$ cat src/sv/swm_pkg.sv
// Shared types and constants for the sliding-window median absolute cost unit.
// No dependencies; every other file refers to it by scoped names.
package swm_pkg;

  localparam int WINDOW_MAX  = 256;
  localparam int SAMPLE_BITS = 30;
  localparam int COST_BITS   = 38;
  localparam int WSIZE_BITS  = 9;
  localparam int PTR_BITS    = (WINDOW_MAX > 1) ? $clog2(WINDOW_MAX) : 1;
  localparam int CNT_BITS    = $clog2(WINDOW_MAX + 1);
  localparam int TAP_GROUP   = 16;
  localparam int TAP_GROUPS  = (WINDOW_MAX + TAP_GROUP - 1) / TAP_GROUP;

  typedef logic [SAMPLE_BITS-1:0] sample_t;
  typedef logic [COST_BITS-1:0]   cost_t;
  typedef logic [WSIZE_BITS-1:0]  wsize_t;
  typedef logic [PTR_BITS-1:0]    ptr_t;
  typedef logic [CNT_BITS-1:0]    cnt_t;

  // Operation broadcast to every cell of the sorted chain
  typedef enum logic [1:0] {
    CELL_HOLD,
    CELL_REMOVE,
    CELL_INSERT
  } cell_op_t;

  typedef struct packed {
    cell_op_t op;
    sample_t  key;
  } cell_ctl_t;

  // Where a cell stands relative to the fill count
  typedef struct packed {
    logic occ;   // cell holds a live entry
    logic tail;  // first free cell
  } cell_pos_t;

endpackage

$ cat src/sv/swm_cell.sv
// One cell of the sorted chain: holds one sorted entry and shifts it
// toward a neighbor on remove or insert. Depends on swm_pkg.
module swm_cell (
  input  logic               clk,
  input  swm_pkg::cell_ctl_t ctl,
  input  swm_pkg::cell_pos_t pos,
  input  swm_pkg::sample_t   left_val,
  input  logic               left_flag,
  input  swm_pkg::sample_t   right_val,
  output swm_pkg::sample_t   val,
  output logic               flag
);

  swm_pkg::sample_t val_next;

  // Compare against the key and pick the neighbor to take from
  always_comb begin
    flag     = 1'b0;
    val_next = val;
    unique case (ctl.op)
      swm_pkg::CELL_REMOVE: begin
        // first entry at or above the key and all above it move down
        flag = pos.occ && (val >= ctl.key);
        if (flag) begin
          val_next = right_val;
        end
      end
      swm_pkg::CELL_INSERT: begin
        // entries above the key move up; the slot at the boundary takes the key
        flag = pos.occ && (val > ctl.key);
        if (flag || pos.tail) begin
          val_next = left_flag ? left_val : ctl.key;
        end
      end
      default: begin
      end
    endcase
  end

  always_ff @(posedge clk) begin
    val <= val_next;
  end

endmodule

$ cat config.mk
export PLATFORM = sky130hd
export DESIGN_NAME = swm_cell
export DESIGN_NICKNAME = d
export VERILOG_FILES = /design/src/sv/swm_pkg.sv /design/src/sv/swm_cell.sv
export SDC_FILE = /design/constraint.sdc
export NUM_CORES = 1
export LEC_CHECK = 0
export BUFFER_PORTS_ARGS = -buffer_cell sky130_fd_sc_hd__buf_2
export CORE_AREA = 2 2 80 82
export CTS_BUF_LIST = sky130_fd_sc_hd__clkbuf_16
export DETAILED_ROUTE_END_ITERATION = 10
export DIE_AREA = 0 0 82 84
export GPL_ROUTABILITY_DRIVEN = 0
export PLACE_DENSITY = 0.82
export SETUP_SLACK_MARGIN = 0.4
export SLEW_MARGIN = 0
export SYNTH_ARGS = -nofsm -noshare
export SYNTH_HDL_FRONTEND = slang
export SYNTH_SLANG_ARGS = --single-unit
$ cat constraint.sdc
create_clock -name clk -period 3.75 [get_ports clk]
set_clock_uncertainty 0.2 [all_clocks]
set_input_delay 0.75 -clock clk [delete_from_list [all_inputs] [get_ports clk]]
set_output_delay 0.75 -clock clk [all_outputs]
set_load 0.05 [all_outputs]
; Word level (Yosys, flattened, before mapping)
; Cells that the tools add are included.
[word_totals]
register_bits = 30
inputBits = 96
wordCells = 17
output_inout_bits = 31
[op_classes]
muxes = 5
eq_ne = 4
magnitude_cmp = 2
n_reduce_logical = 5
[ops]
columns = operator, n
row1 = $mux W30, 3
row2 = $pmux W30 S2, 1
row3 = $ge A30 B30 Y1, 1
row4 = $gt A30 B30 Y1, 1
row5 = $ne A2 B2 Y1 const B, 2
row6 = $reduce_and A3 Y1, 1
row7 = $eq A2 B1 Y1 const B, 1
row8 = $eq A2 B2 Y1 const B, 1
row9 = $logic_and A1 B1 Y1, 2
row10 = $pmux W1 S2, 1
row11 = $reduce_bool A2 Y1, 1
row12 = $logic_or A1 B1 Y1, 1

; Logic depth before layout (Yosys ltp)
; Gate-level depths: netlist of the first run.
[logic_depth]
word_depth = 5
depth_mapped = 8
ltp_nobuf = 8

; Least setup slack after synthesis of the first run
; Ideal clock, no wire load.
[synth_timing]
kind = in2reg
from = input ctl[29] (netlist name)
to = register val[0] (enable)
stages = 8
t_arrival_ps = 3254
path_slack_ps = -124
required_ps = 3130
path_buffers = 0
setup_time_ps = 420
path_cell_list = inv_1 ha_1 nand4_4 nor4_4 nand3_2 nand4b_1 a211oi_1 o31ai_2
[synth_between]
elab_chain_cells = 5
word_cells_on_any_way = 8
cone_classes = order compare (2) / eq/ne (2) / reduce/logical (4)
[synth_lines]
columns = element, line_no
row1 = from (decl), swm_cell.sv:5  ; input swm_pkg::cell_ctl_t ctl,
row2 = $gt A30 B30 Y1, swm_cell.sv:30  ; flag = pos.occ && (val > ctl.key);
row3 = $logic_and A1 B1 Y1, swm_cell.sv:30
row4 = $logic_or A1 B1 Y1, swm_cell.sv:31  ; if (flag || pos.tail) begin
row5 = $ne A2 B2 Y1 (no source line), n/a
row6 = $reduce_and A3 Y1 (no source line) *, n/a
row7 = to (signal assigned), swm_cell.sv:41  ; val <= val_next;
row8 = to (decl), swm_cell.sv:10  ; output swm_pkg::sample_t val,
; Every way passes the cells marked *; elsewhere a longest branch is shown, timed or not.
; A chain may end at the register's enable or synchronous reset.

; Final worst setup path of the first run
[layout_timing]
from = input ctl[15] (netlist name)
to = output flag
[layout_between]
elab_chain_cells = 3
word_cells_on_any_way = 5
cone_classes = order compare (2) / mux (1) / reduce/logical (2)
[layout_lines]
columns = element, line_no
row1 = $gt A30 B30 Y1 or $ge A30 B30 Y1 (tied branches), "swm_cell.sv:30, swm_cell.sv:23"
row2 = "$logic_and A1 B1 Y1, on equally long branches", "swm_cell.sv:30, swm_cell.sv:23"
row3 = $pmux W1 S2 *, swm_cell.sv:20  ; unique case (ctl.op)
row4 = to (decl), swm_cell.sv:11  ; output logic flag
; Marked as above.

==> impl_metrics.yaml, run 1 <==
placement:
  io_buffer_count: 126
  dp_hpwl_mm: 4.748
  placedCellCount: 445
  placed_area_um2: 3124
global_route:
  track_usage_pct: 18.21
  grt_pass1_vias: 2222
  grt_pass1_wl_mm: 9.673
  antenna_found_initial: 0
  grt_max_degree: 37
  grt.overflow.total: 0
die:
  dieArea_um2: 6888
  initial_core_util_pct: 39.16
  rows: 29
  die_x_um: 82
  num_io_pins: 127
  die_h_um: 84
  core-area_um2: 6096
logic_synthesis:
  yosys-top-cells-area: "edfxtp_1 38%, ha_1 17%, mux2i_1 13%"
  yosysWarningCount: 0
  syn_nets: 378
  synth_area_leader_cell: "edfxtp_1"
  synth_area_per_cell_um2: 9.549
  async_reset_ff_share_pct: 0
  yosysUniqueCellTypes: 29
  yosysSeqAreaShare_pct: 37.74
  netlist.area_leader.share_pct: 37.74
  synthTopCellsByCount: "46 x a21oi_1, 35 x inv_1, 33 x nor2_1, 32 x ha_1"
  synth-seq-cells: 30
  synth_edf_count: 30
  synth.most_common_cell: "a21oi_1"
  synth_cells: 250
  mappedNetlistArea_um2: 2387
  synth_top_flop_cell: "edfxtp_1"
route:
  routedWlPerCell_um: 13.64
  drc_errors: 0
  vias: 2292
  vias_per_cell: 5.004
  postRouteAntennaNets: 0
  drt_iter0_drc: 29
  wl_mm: 6.247
  drtPass1Iterations: 4
clock_tree:
  cts_tree: "built"
  worstSkewPairLatency_ns: 0.27
  cts_max_level: 2
  numCtsBuffers: 5
  cts_hold_buf: 0
  cts_sinks: 30
  clk_pin_slew_ns: 0.05
  clockBufferDepth: 2
  cts_root_buf: "clkbuf_16"
setup_path:
  max_stage_delay_ns: 0.37
  critPathLaunchType: "input port"
  crit_slowest_cell: "nor4_4"
  r2r_cells: 10
  path_cells: "buf_8, inv_4, ha_4, nand4_1, nor4_4, nand3_2, nand4b_1, a211oi_4, nor4_4, buf_6"
  r2r_end: "val[23]"
  worst-path-max-fanout: 2
  cp.required_ns: 2.80
  r2r_slack_ns: 0.71
  worstReg2RegStart: "val[15]"
  critical_path_arrival_ns: 2.44
  critPathKind: "in -> out"
  path_buf_inv: 3
  cpMostUsedCell: "nor4_4"
  critPathTopFamily: "simple AND/OR/NAND/NOR gates"
  setup.worst_path.end_class: "output pin"
timing:
  rsz0062_at_grt: "yes"
  fin_setup_tns_ns: 0
  worst_pin_slew_ns: 0.9312
  setup_violations: 0
  max-slew-margin-rel_pct: 37.92
  max_freq_mhz: 295.2
  slew_violations: 0
  hold_viol: 0
  min_period_ns: 3.388
  holdWs_ns: 0.5960
  period_share_pct: 90.34
layout:
  fillCellCount: 529
  drive_gt1_share_pct: 43.83
  instances_no_fill: 458
  fin_area_um2: 3526
  area_growth_pct: 47.69
  largest_registers: "val x30"
  largest_reg_flops: 30
  final_util_pct: 57.84
  nNetsFinal: 509
  largest_register: "val"
  diodes: 0
run:
  maxCapViolCount: 0
power_and_ir_drop:
  p_leak_nw: 1.723
  powerDensity_nw_per_um2: 316.7
  vdd_ir_drop_max_uv: 297.8
hold_path:
  hp-start: "right_val[3]"
  min_to: "val[3]"
  whs_path_depth: 3
  hold_path.class: "in -> reg"
outcome:
  status: "complete, no violations"
## kinds of logic after synthesis
kind of cell | count (synthesis) | share of synthesized area [%]
multiplexers | 30 | 12.58
adder cells (fa/ha/maj) | 32 | 16.77
AO/OA/AOI/OAI | 58 | 13.31
AND/OR/NAND/NOR | 54 | 12.21
buffers and inverters | 46 | 7.390
flip-flops | 30 | 37.74
## power breakdown
group / total, mW / internal [mW] / switching (mW) / leakage, nW
clock network: 0.367 / 0.237 / 0.131 / 0.0723
logic: 0.338 / 0.142 / 0.196 / 1.38
registers: 0.411 / 0.398 / 0.0131 / 0.276
## how the worst max path moves through the flow
| stage | from | to | depth (start not counted) |
|---|---|---|---|
| after floorplan | ctl[29] | flag | 8 |
| after global placement | ctl[3] | flag | 9 |
| after detailed placement | ctl[3] | flag | 9 |
| after CTS | ctl[15] | flag | 10 |
| after global routing | ctl[15] | flag | 10 |
| final | ctl[15] | flag | 10 |
## per-layer routing
| layer | track usage (%) | part of all wire, % | vias up |
|---|---|---|---|
| met5 | 0 | 0 | - |
| met4 | 4.545 | 0.88 | 0 |
| met3 | 4.762 | 7.1 | 4 |
| met2 | 32.89 | 52 | 85 |
| met1 | 20.79 | 40 | 1046 |
| li1 | - | - | 1157 |
## what timing repair did
item	in CTS	in global routing
buffers inserted	4	2
gates cloned	0	0
pin swaps	11	8
resized for setup	25	5
setup endpoints to repair	1	1
## metrics by stage
stage,setup WS [ns],total power [mW]
finish,0.3621,1.117
global route,0.2869,1.181
floorplan,0.3295,0.6120
detailed placement,0.06748,0.7176
CTS,0.3231,1.115
global placement,0.1157,0.7069
## cell type report
cell class	instances	area (um2)	area share (%)
Multi-Input combinational cell	174	1514	42.94
Tap cell	77	96.34	2.732
Clock inverter	2	7.507	0.2129
Clock buffer	5	125.1	3.549
Timing Repair Buffer	135	745.7	21.15
Inverter	35	136.4	3.868
Sequential cell	30	900.9	25.55
## cells in the final DEF (no fill, tap or decap), types with 4 or more instances in the layout
cell / instances
mux2i_1: 30
edfxtp_1: 30
nor2_1: 33
inv_1: 32
nand2_1: 5
buf_2: 121
a21oi_1: 46
clkbuf_16: 5
nand4_1: 5
ha_4: 13
buf_6: 4
ha_1: 18
buf_4: 8
## worst reg2reg max path, stage by stage, from the launching register on
cell and delay (ns):
edfxtp_1 0.42, ha_4 0.29, nand4_1 0.17, nor4_4 0.37, nand3_2 0.12, nand4b_1 0.17, a211oi_4 0.07, buf_4 0.14
buf_4 0.13, o31ai_4 0.41, buf_12 0.25
(Power assumes the default switching activity.)
==> run 2: changes to the inputs <==
--- a/config.mk
+++ b/config.mk
@@ -11,6 +11,7 @@
 export DETAILED_ROUTE_END_ITERATION = 10
 export DIE_AREA = 0 0 82 84
 export GPL_ROUTABILITY_DRIVEN = 0
+export MAX_ROUTING_LAYER = met4
 export PLACE_DENSITY = 0.82
 export SETUP_SLACK_MARGIN = 0.4
 export SLEW_MARGIN = 0
==> run 2 against run 1 <==
  * Global-route usage rose by 0.50 points
  * Final area is the same
  * Total power is 0.21% higher
  * Count of clock-buffer cells in the layout unchanged
  * Core utilization did not move
  * Critical path depth is the same
  * Setup slack better by 0.0011 ns
  * Worst hold slack is essentially flat
  * Sequential power barely moved
  * Flip-flop and latch count unchanged
  * Highest routed layer unchanged
==> impl_metrics.yaml, run 2 (synthesis gave the netlist of run 1 again) <==
layout:
  final_cell_mix: "121 x buf_2, 46 x a21oi_1, 33 x nor2_1, 32 x inv_1"
  largest_register: "val"
  final_util_pct: 57.84
  drive_gt1_share_pct: 43.83
  seq_area_um2: 900.9
  multi_input_area_um2: 1514
  largest_registers: "val x30"
  final_common_cell: "buf_2"
  largest_reg_flops: 30
  fin_area_um2: 3526
  area_growth_pct: 47.69
  fillCellCount: 529
  diodes: 0
  nNetsFinal: 509
power_and_ir_drop:
  powerDensity_nw_per_um2: 317.4
  p_leak_nw: 1.723
  vdd_ir_drop_max_uv: 297.9
timing:
  rsz0062_at_grt: "yes"
  worst_pin_slew_ns: 0.9291
  min_period_ns: 3.387
  setup_violations: 0
  hold_viol: 0
  max_freq_mhz: 295.3
  slew_violations: 0
  period_share_pct: 90.31
  fin_setup_tns_ns: 0
  max-slew-margin-rel_pct: 38.06
setup_path:
  crit_slowest_cell: "nor4_4"
  worst-path-max-fanout: 2
  cp.required_ns: 2.80
  path_cells: "buf_8, inv_4, ha_4, nand4_1, nor4_4, nand3_2, nand4b_1, a211oi_4, nor4_4, buf_6"
  max_stage_delay_ns: 0.37
  critical_path_arrival_ns: 2.44
  r2r_slack_ns: 0.70
  critPathKind: "in -> out"
  r2r_end: "val[23]"
  cpMostUsedCell: "nor4_4"
  r2r_cells: 10
  setup.worst_path.end_class: "output pin"
  critPathLaunchType: "input port"
  worstReg2RegStart: "val[15]"
  path_buf_inv: 3
  critPathTopFamily: "simple AND/OR/NAND/NOR gates"
placement:
  io_buffer_count: 126
  placed_area_um2: 3124
  dp_hpwl_mm: 4.748
hold_path:
  min_to: "val[3]"
  hp-start: "right_val[3]"
  whs_path_depth: 3
  hold_path.class: "in -> reg"
die:
  num_io_pins: 127
  core-area_um2: 6096
  die_x_um: 82
  initial_core_util_pct: 39.16
  die_h_um: 84
  dieArea_um2: 6888
  rows: 29
clock_tree:
  cts_root_buf: "clkbuf_16"
  clk_pin_slew_ns: 0.05
  numCtsBuffers: 5
  worstSkewPairLatency_ns: 0.27
  cts_max_level: 2
  cts_sinks: 30
  clockBufferDepth: 2
  cts_tree: "built"
outcome:
  status: "complete, no violations"
route:
  drt_iter0_drc: 34
  vias: 2294
  drc_errors: 0
  wl_mm: 6.277
  routedWlPerCell_um: 13.71
  drtPass1Iterations: 4
  vias_per_cell: 5.009
  postRouteAntennaNets: 0
global_route:
  grt_pass1_vias: 2223
  track_usage_pct: 18.71
  grt.overflow.total: 0
  antenna_found_initial: 0
  grt_max_degree: 37
  grt_pass1_wl_mm: 9.666
run:
  maxCapViolCount: 0
-- run 2: cell counts in the layout (fill, tap and decap cells not counted) --
No cell type changed its count.
-- run 2: what timing repair did --
| item | CTS | global route |
|---|---|---|
| gates resized for setup | 25 | 5 |
| setup buffers | 4 | 2 |
| hold buffers | 0 | 0 |
| pin swaps | 11 | 8 |
| endpoints found under the setup margin | 1 | 1 |
-- run 2: worst register-to-register path: cells and delay by family (launching register included) --
kind | cells | cell delay (ns)
and+or+nand+nor | 4 | 0.83
adders and majority gates | 1 | 0.29
AOI/OAI and AO/OA | 2 | 0.49
buffers and inverters | 3 | 0.52
DFF | 1 | 0.42
-- run 2: stage by stage --
step	cells	worst slack (ns)	power, mW	hold slack (ns)
after floorplan	250	0.3295	0.6120	0.7756
after global placement	445	0.1157	0.7069	0.8618
after detailed placement	445	0.06748	0.7176	0.8718
after CTS	456	0.3231	1.115	0.5936
after global routing	458	0.2869	1.181	0.6048
final	458	0.3632	1.119	0.5957
-- run 2: layout make-up --
cell class / instances / area share [%]
sequential: 30 / 25.55
tap: 77 / 2.732
multi-input combinational: 174 / 42.94
timing repair buffer: 135 / 21.15
clock inverter: 2 / 0.2129
clock buffer: 5 / 3.549
inverter: 35 / 3.868
-- run 2: routing by layer --
metal,up-vias,global-route usage (%),part of all wire (%)
met5,-,-,0
met4,0,4.545,0.88
met3,4,4.329,6.9
met2,85,32.89,52
met1,1048,21.07,41
li1,1157,-,-
-- run 2: power by group --
part / internal [mW] / total, mW / switching, mW
Sequential: 0.398 / 0.411 / 0.0131
Clock: 0.237 / 0.369 / 0.133
Combinational: 0.142 / 0.339 / 0.197
-- run 2: worst max path at each step --
stage	start	end	cells past startpoint
floorplan	ctl[29]	flag	8
global placement	ctl[3]	flag	9
detailed placement	ctl[3]	flag	9
CTS	ctl[15]	flag	10
global route	ctl[15]	flag	10
finish	ctl[15]	flag	10
==> run 3: changes to the inputs <==
--- a/config.mk
+++ b/config.mk
@@ -11,6 +11,7 @@
 export DETAILED_ROUTE_END_ITERATION = 10
 export DIE_AREA = 0 0 82 84
 export GPL_ROUTABILITY_DRIVEN = 0
+export GPL_TIMING_DRIVEN = 0
 export MAX_ROUTING_LAYER = met4
 export PLACE_DENSITY = 0.82
 export SETUP_SLACK_MARGIN = 0.4
==> run 3 against run 2 <==
  * Non-clock buffer count increased by 9
  * Sequential power about the same
  * Worst hold slack better by 0.0011 ns
  * Critical path type unchanged
  * Largest power group unchanged
  * Highest routed layer unchanged
==> impl_metrics.yaml, run 3 (synthesis gave the netlist of run 1 again) <==
global_route:
  antenna_found_initial: 0
  grt.overflow.total: 0
  grt_pass1_vias: 2237
  grt_pass1_wl_mm: 9.949
  grt_max_degree: 19
  track_usage_pct: 19.38
setup_path:
  cp.required_ns: 2.80
  critPathLaunchType: "input port"
  crit_slowest_cell: "ha_1"
  critical_path_arrival_ns: 2.46
  max_stage_delay_ns: 0.33
  cpMostUsedCell: "nor4_4"
  path_cells: "buf_2, inv_1, ha_1, nand4_4, nor4_4, nand3_2, nand4b_1, a211oi_4, nor4_4, buf_6"
  setup.worst_path.end_class: "output pin"
  critPathKind: "in -> out"
  worst-path-max-fanout: 3
timing:
  fin_setup_tns_ns: 0
  rsz0062_at_grt: "yes"
  hold_viol: 0
  holdWs_ns: 0.5968
  max-slew-margin-rel_pct: 65.22
  period_share_pct: 91.06
  max_freq_mhz: 292.8
  setup_violations: 0
  slew_violations: 0
  min_period_ns: 3.415
  fin_ws_ns: 0.3351
  worst_pin_slew_ns: 0.5217
power_and_ir_drop:
  power.total_mw: 1.106
  powerDensity_nw_per_um2: 317.0
  p_leak_nw: 1.734
  vdd_ir_drop_max_uv: 184.7
placement:
  io_buffer_count: 125
  dp_hpwl_mm: 5.013
  dp_slack_ns: 0.04045
run:
  maxCapViolCount: 0
clock_tree:
  cts_sinks: 30
  cts_hold_buf: 0
  cts_tree: "built"
  worstSkewPairLatency_ns: 0.27
  cts_max_level: 2
  clk_pin_slew_ns: 0.05
  numCtsBuffers: 5
  cts_root_buf: "clkbuf_16"
  clockBufferDepth: 2
route:
  drtPass1Iterations: 4
  postRouteAntennaNets: 0
  drc_errors: 0
  wl_mm: 6.458
  vias_per_cell: 4.899
  routedWlPerCell_um: 13.86
  drt_iter0_drc: 44
  vias: 2283
die:
  die_h_um: 84
  num_io_pins: 127
  die_x_um: 82
  core-area_um2: 6096
  rows: 29
  initial_core_util_pct: 39.16
  dieArea_um2: 6888
layout:
  largest_registers: "val x30"
  final_common_cell: "buf_2"
  area_growth_pct: 46.12
  largest_reg_flops: 30
  drive_gt1_share_pct: 41.13
  diodes: 0
  fillCellCount: 526
  nNetsFinal: 518
  final_cell_mix: "123 x buf_2, 46 x a21oi_1, 33 x nor2_1, 31 x inv_1"
  largest_register: "val"
outcome:
  status: "complete, no violations"
hold_path:
  hold_path.class: "in -> reg"
## run 3: cell types whose count changed in the layout (fill, tap and decap cells not counted), sizes merged
cell	change
clkbuf	+8
inv	-2
buf	+1
clkinv	+1
## run 3: routing by layer
layer	up-vias	track usage, %	part of all wire [%]	wire length, um
li1	1166	-	-	-
met1	1032	23.15	44	2868
met2	81	33.63	49	3148
met3	4	3.247	6.4	411
met4	0	4.394	0.46	30
met5	-	-	0	0
## run 3: cell type report
type                       instances  area [um2]  share of cell area (%)
tap                               77       96.34                   2.762
buffer                            11       45.04                   1.291
clock inverter                     1       3.754                  0.1076
multi-input combinational        174        1436                   41.18
clock buffer                       5       125.1                   3.587
inverter                          35       136.4                   3.910
sequential                        30       900.9                   25.82
timing repair buffer             133       744.5                   21.34
## run 3: through the flow
stage,cell area [um2],std cells,utilization [%]
final,3488,466,57.23
after global routing,3488,466,57.23
after CTS,3436,464,56.36
after detailed placement,3154,453,51.74
after global placement,3127,452,51.29
after floorplan,2405,250,-
## run 3: power breakdown
part | internal (mW) | total, mW | leakage, nW | switching [mW]
combinational | 0.136 | 0.334 | 1.39 | 0.197
sequential | 0.398 | 0.409 | 0.276 | 0.0115
clock | 0.235 | 0.363 | 0.0632 | 0.128
total | 0.769 | 1.11 | 1.73 | 0.337
## run 3: timing repair
action                                 4_1_cts  5_1_grt
gates resized for setup                     21        3
cloned                                       0        0
setup endpoints to repair                    1       19
setup buffers                                5        2
endpoints found under the hold margin        0        0
pin swaps                                   10        5
## run 3: final timing paths
kind | from | slack (ns) | endpoint | depth (start not counted)
worst max-delay path | ctl[24] | 0.34 | flag | 10
worst max register to register | val[16] | 0.92 | val[29] | 9
worst min register to register | val[29] | 1.20 | val[21] | 6
worst min-delay path | right_val[3] | 0.60 | val[3] | 3
## run 3: worst max-delay path: cells and delay by family
kind                     cells  cell delay [ns]
buffers and inverters        3             0.33
adder cells (fa/ha/maj)      1             0.33
AND/OR/NAND/NOR              5             0.99
AO/OA/AOI/OAI                1             0.06
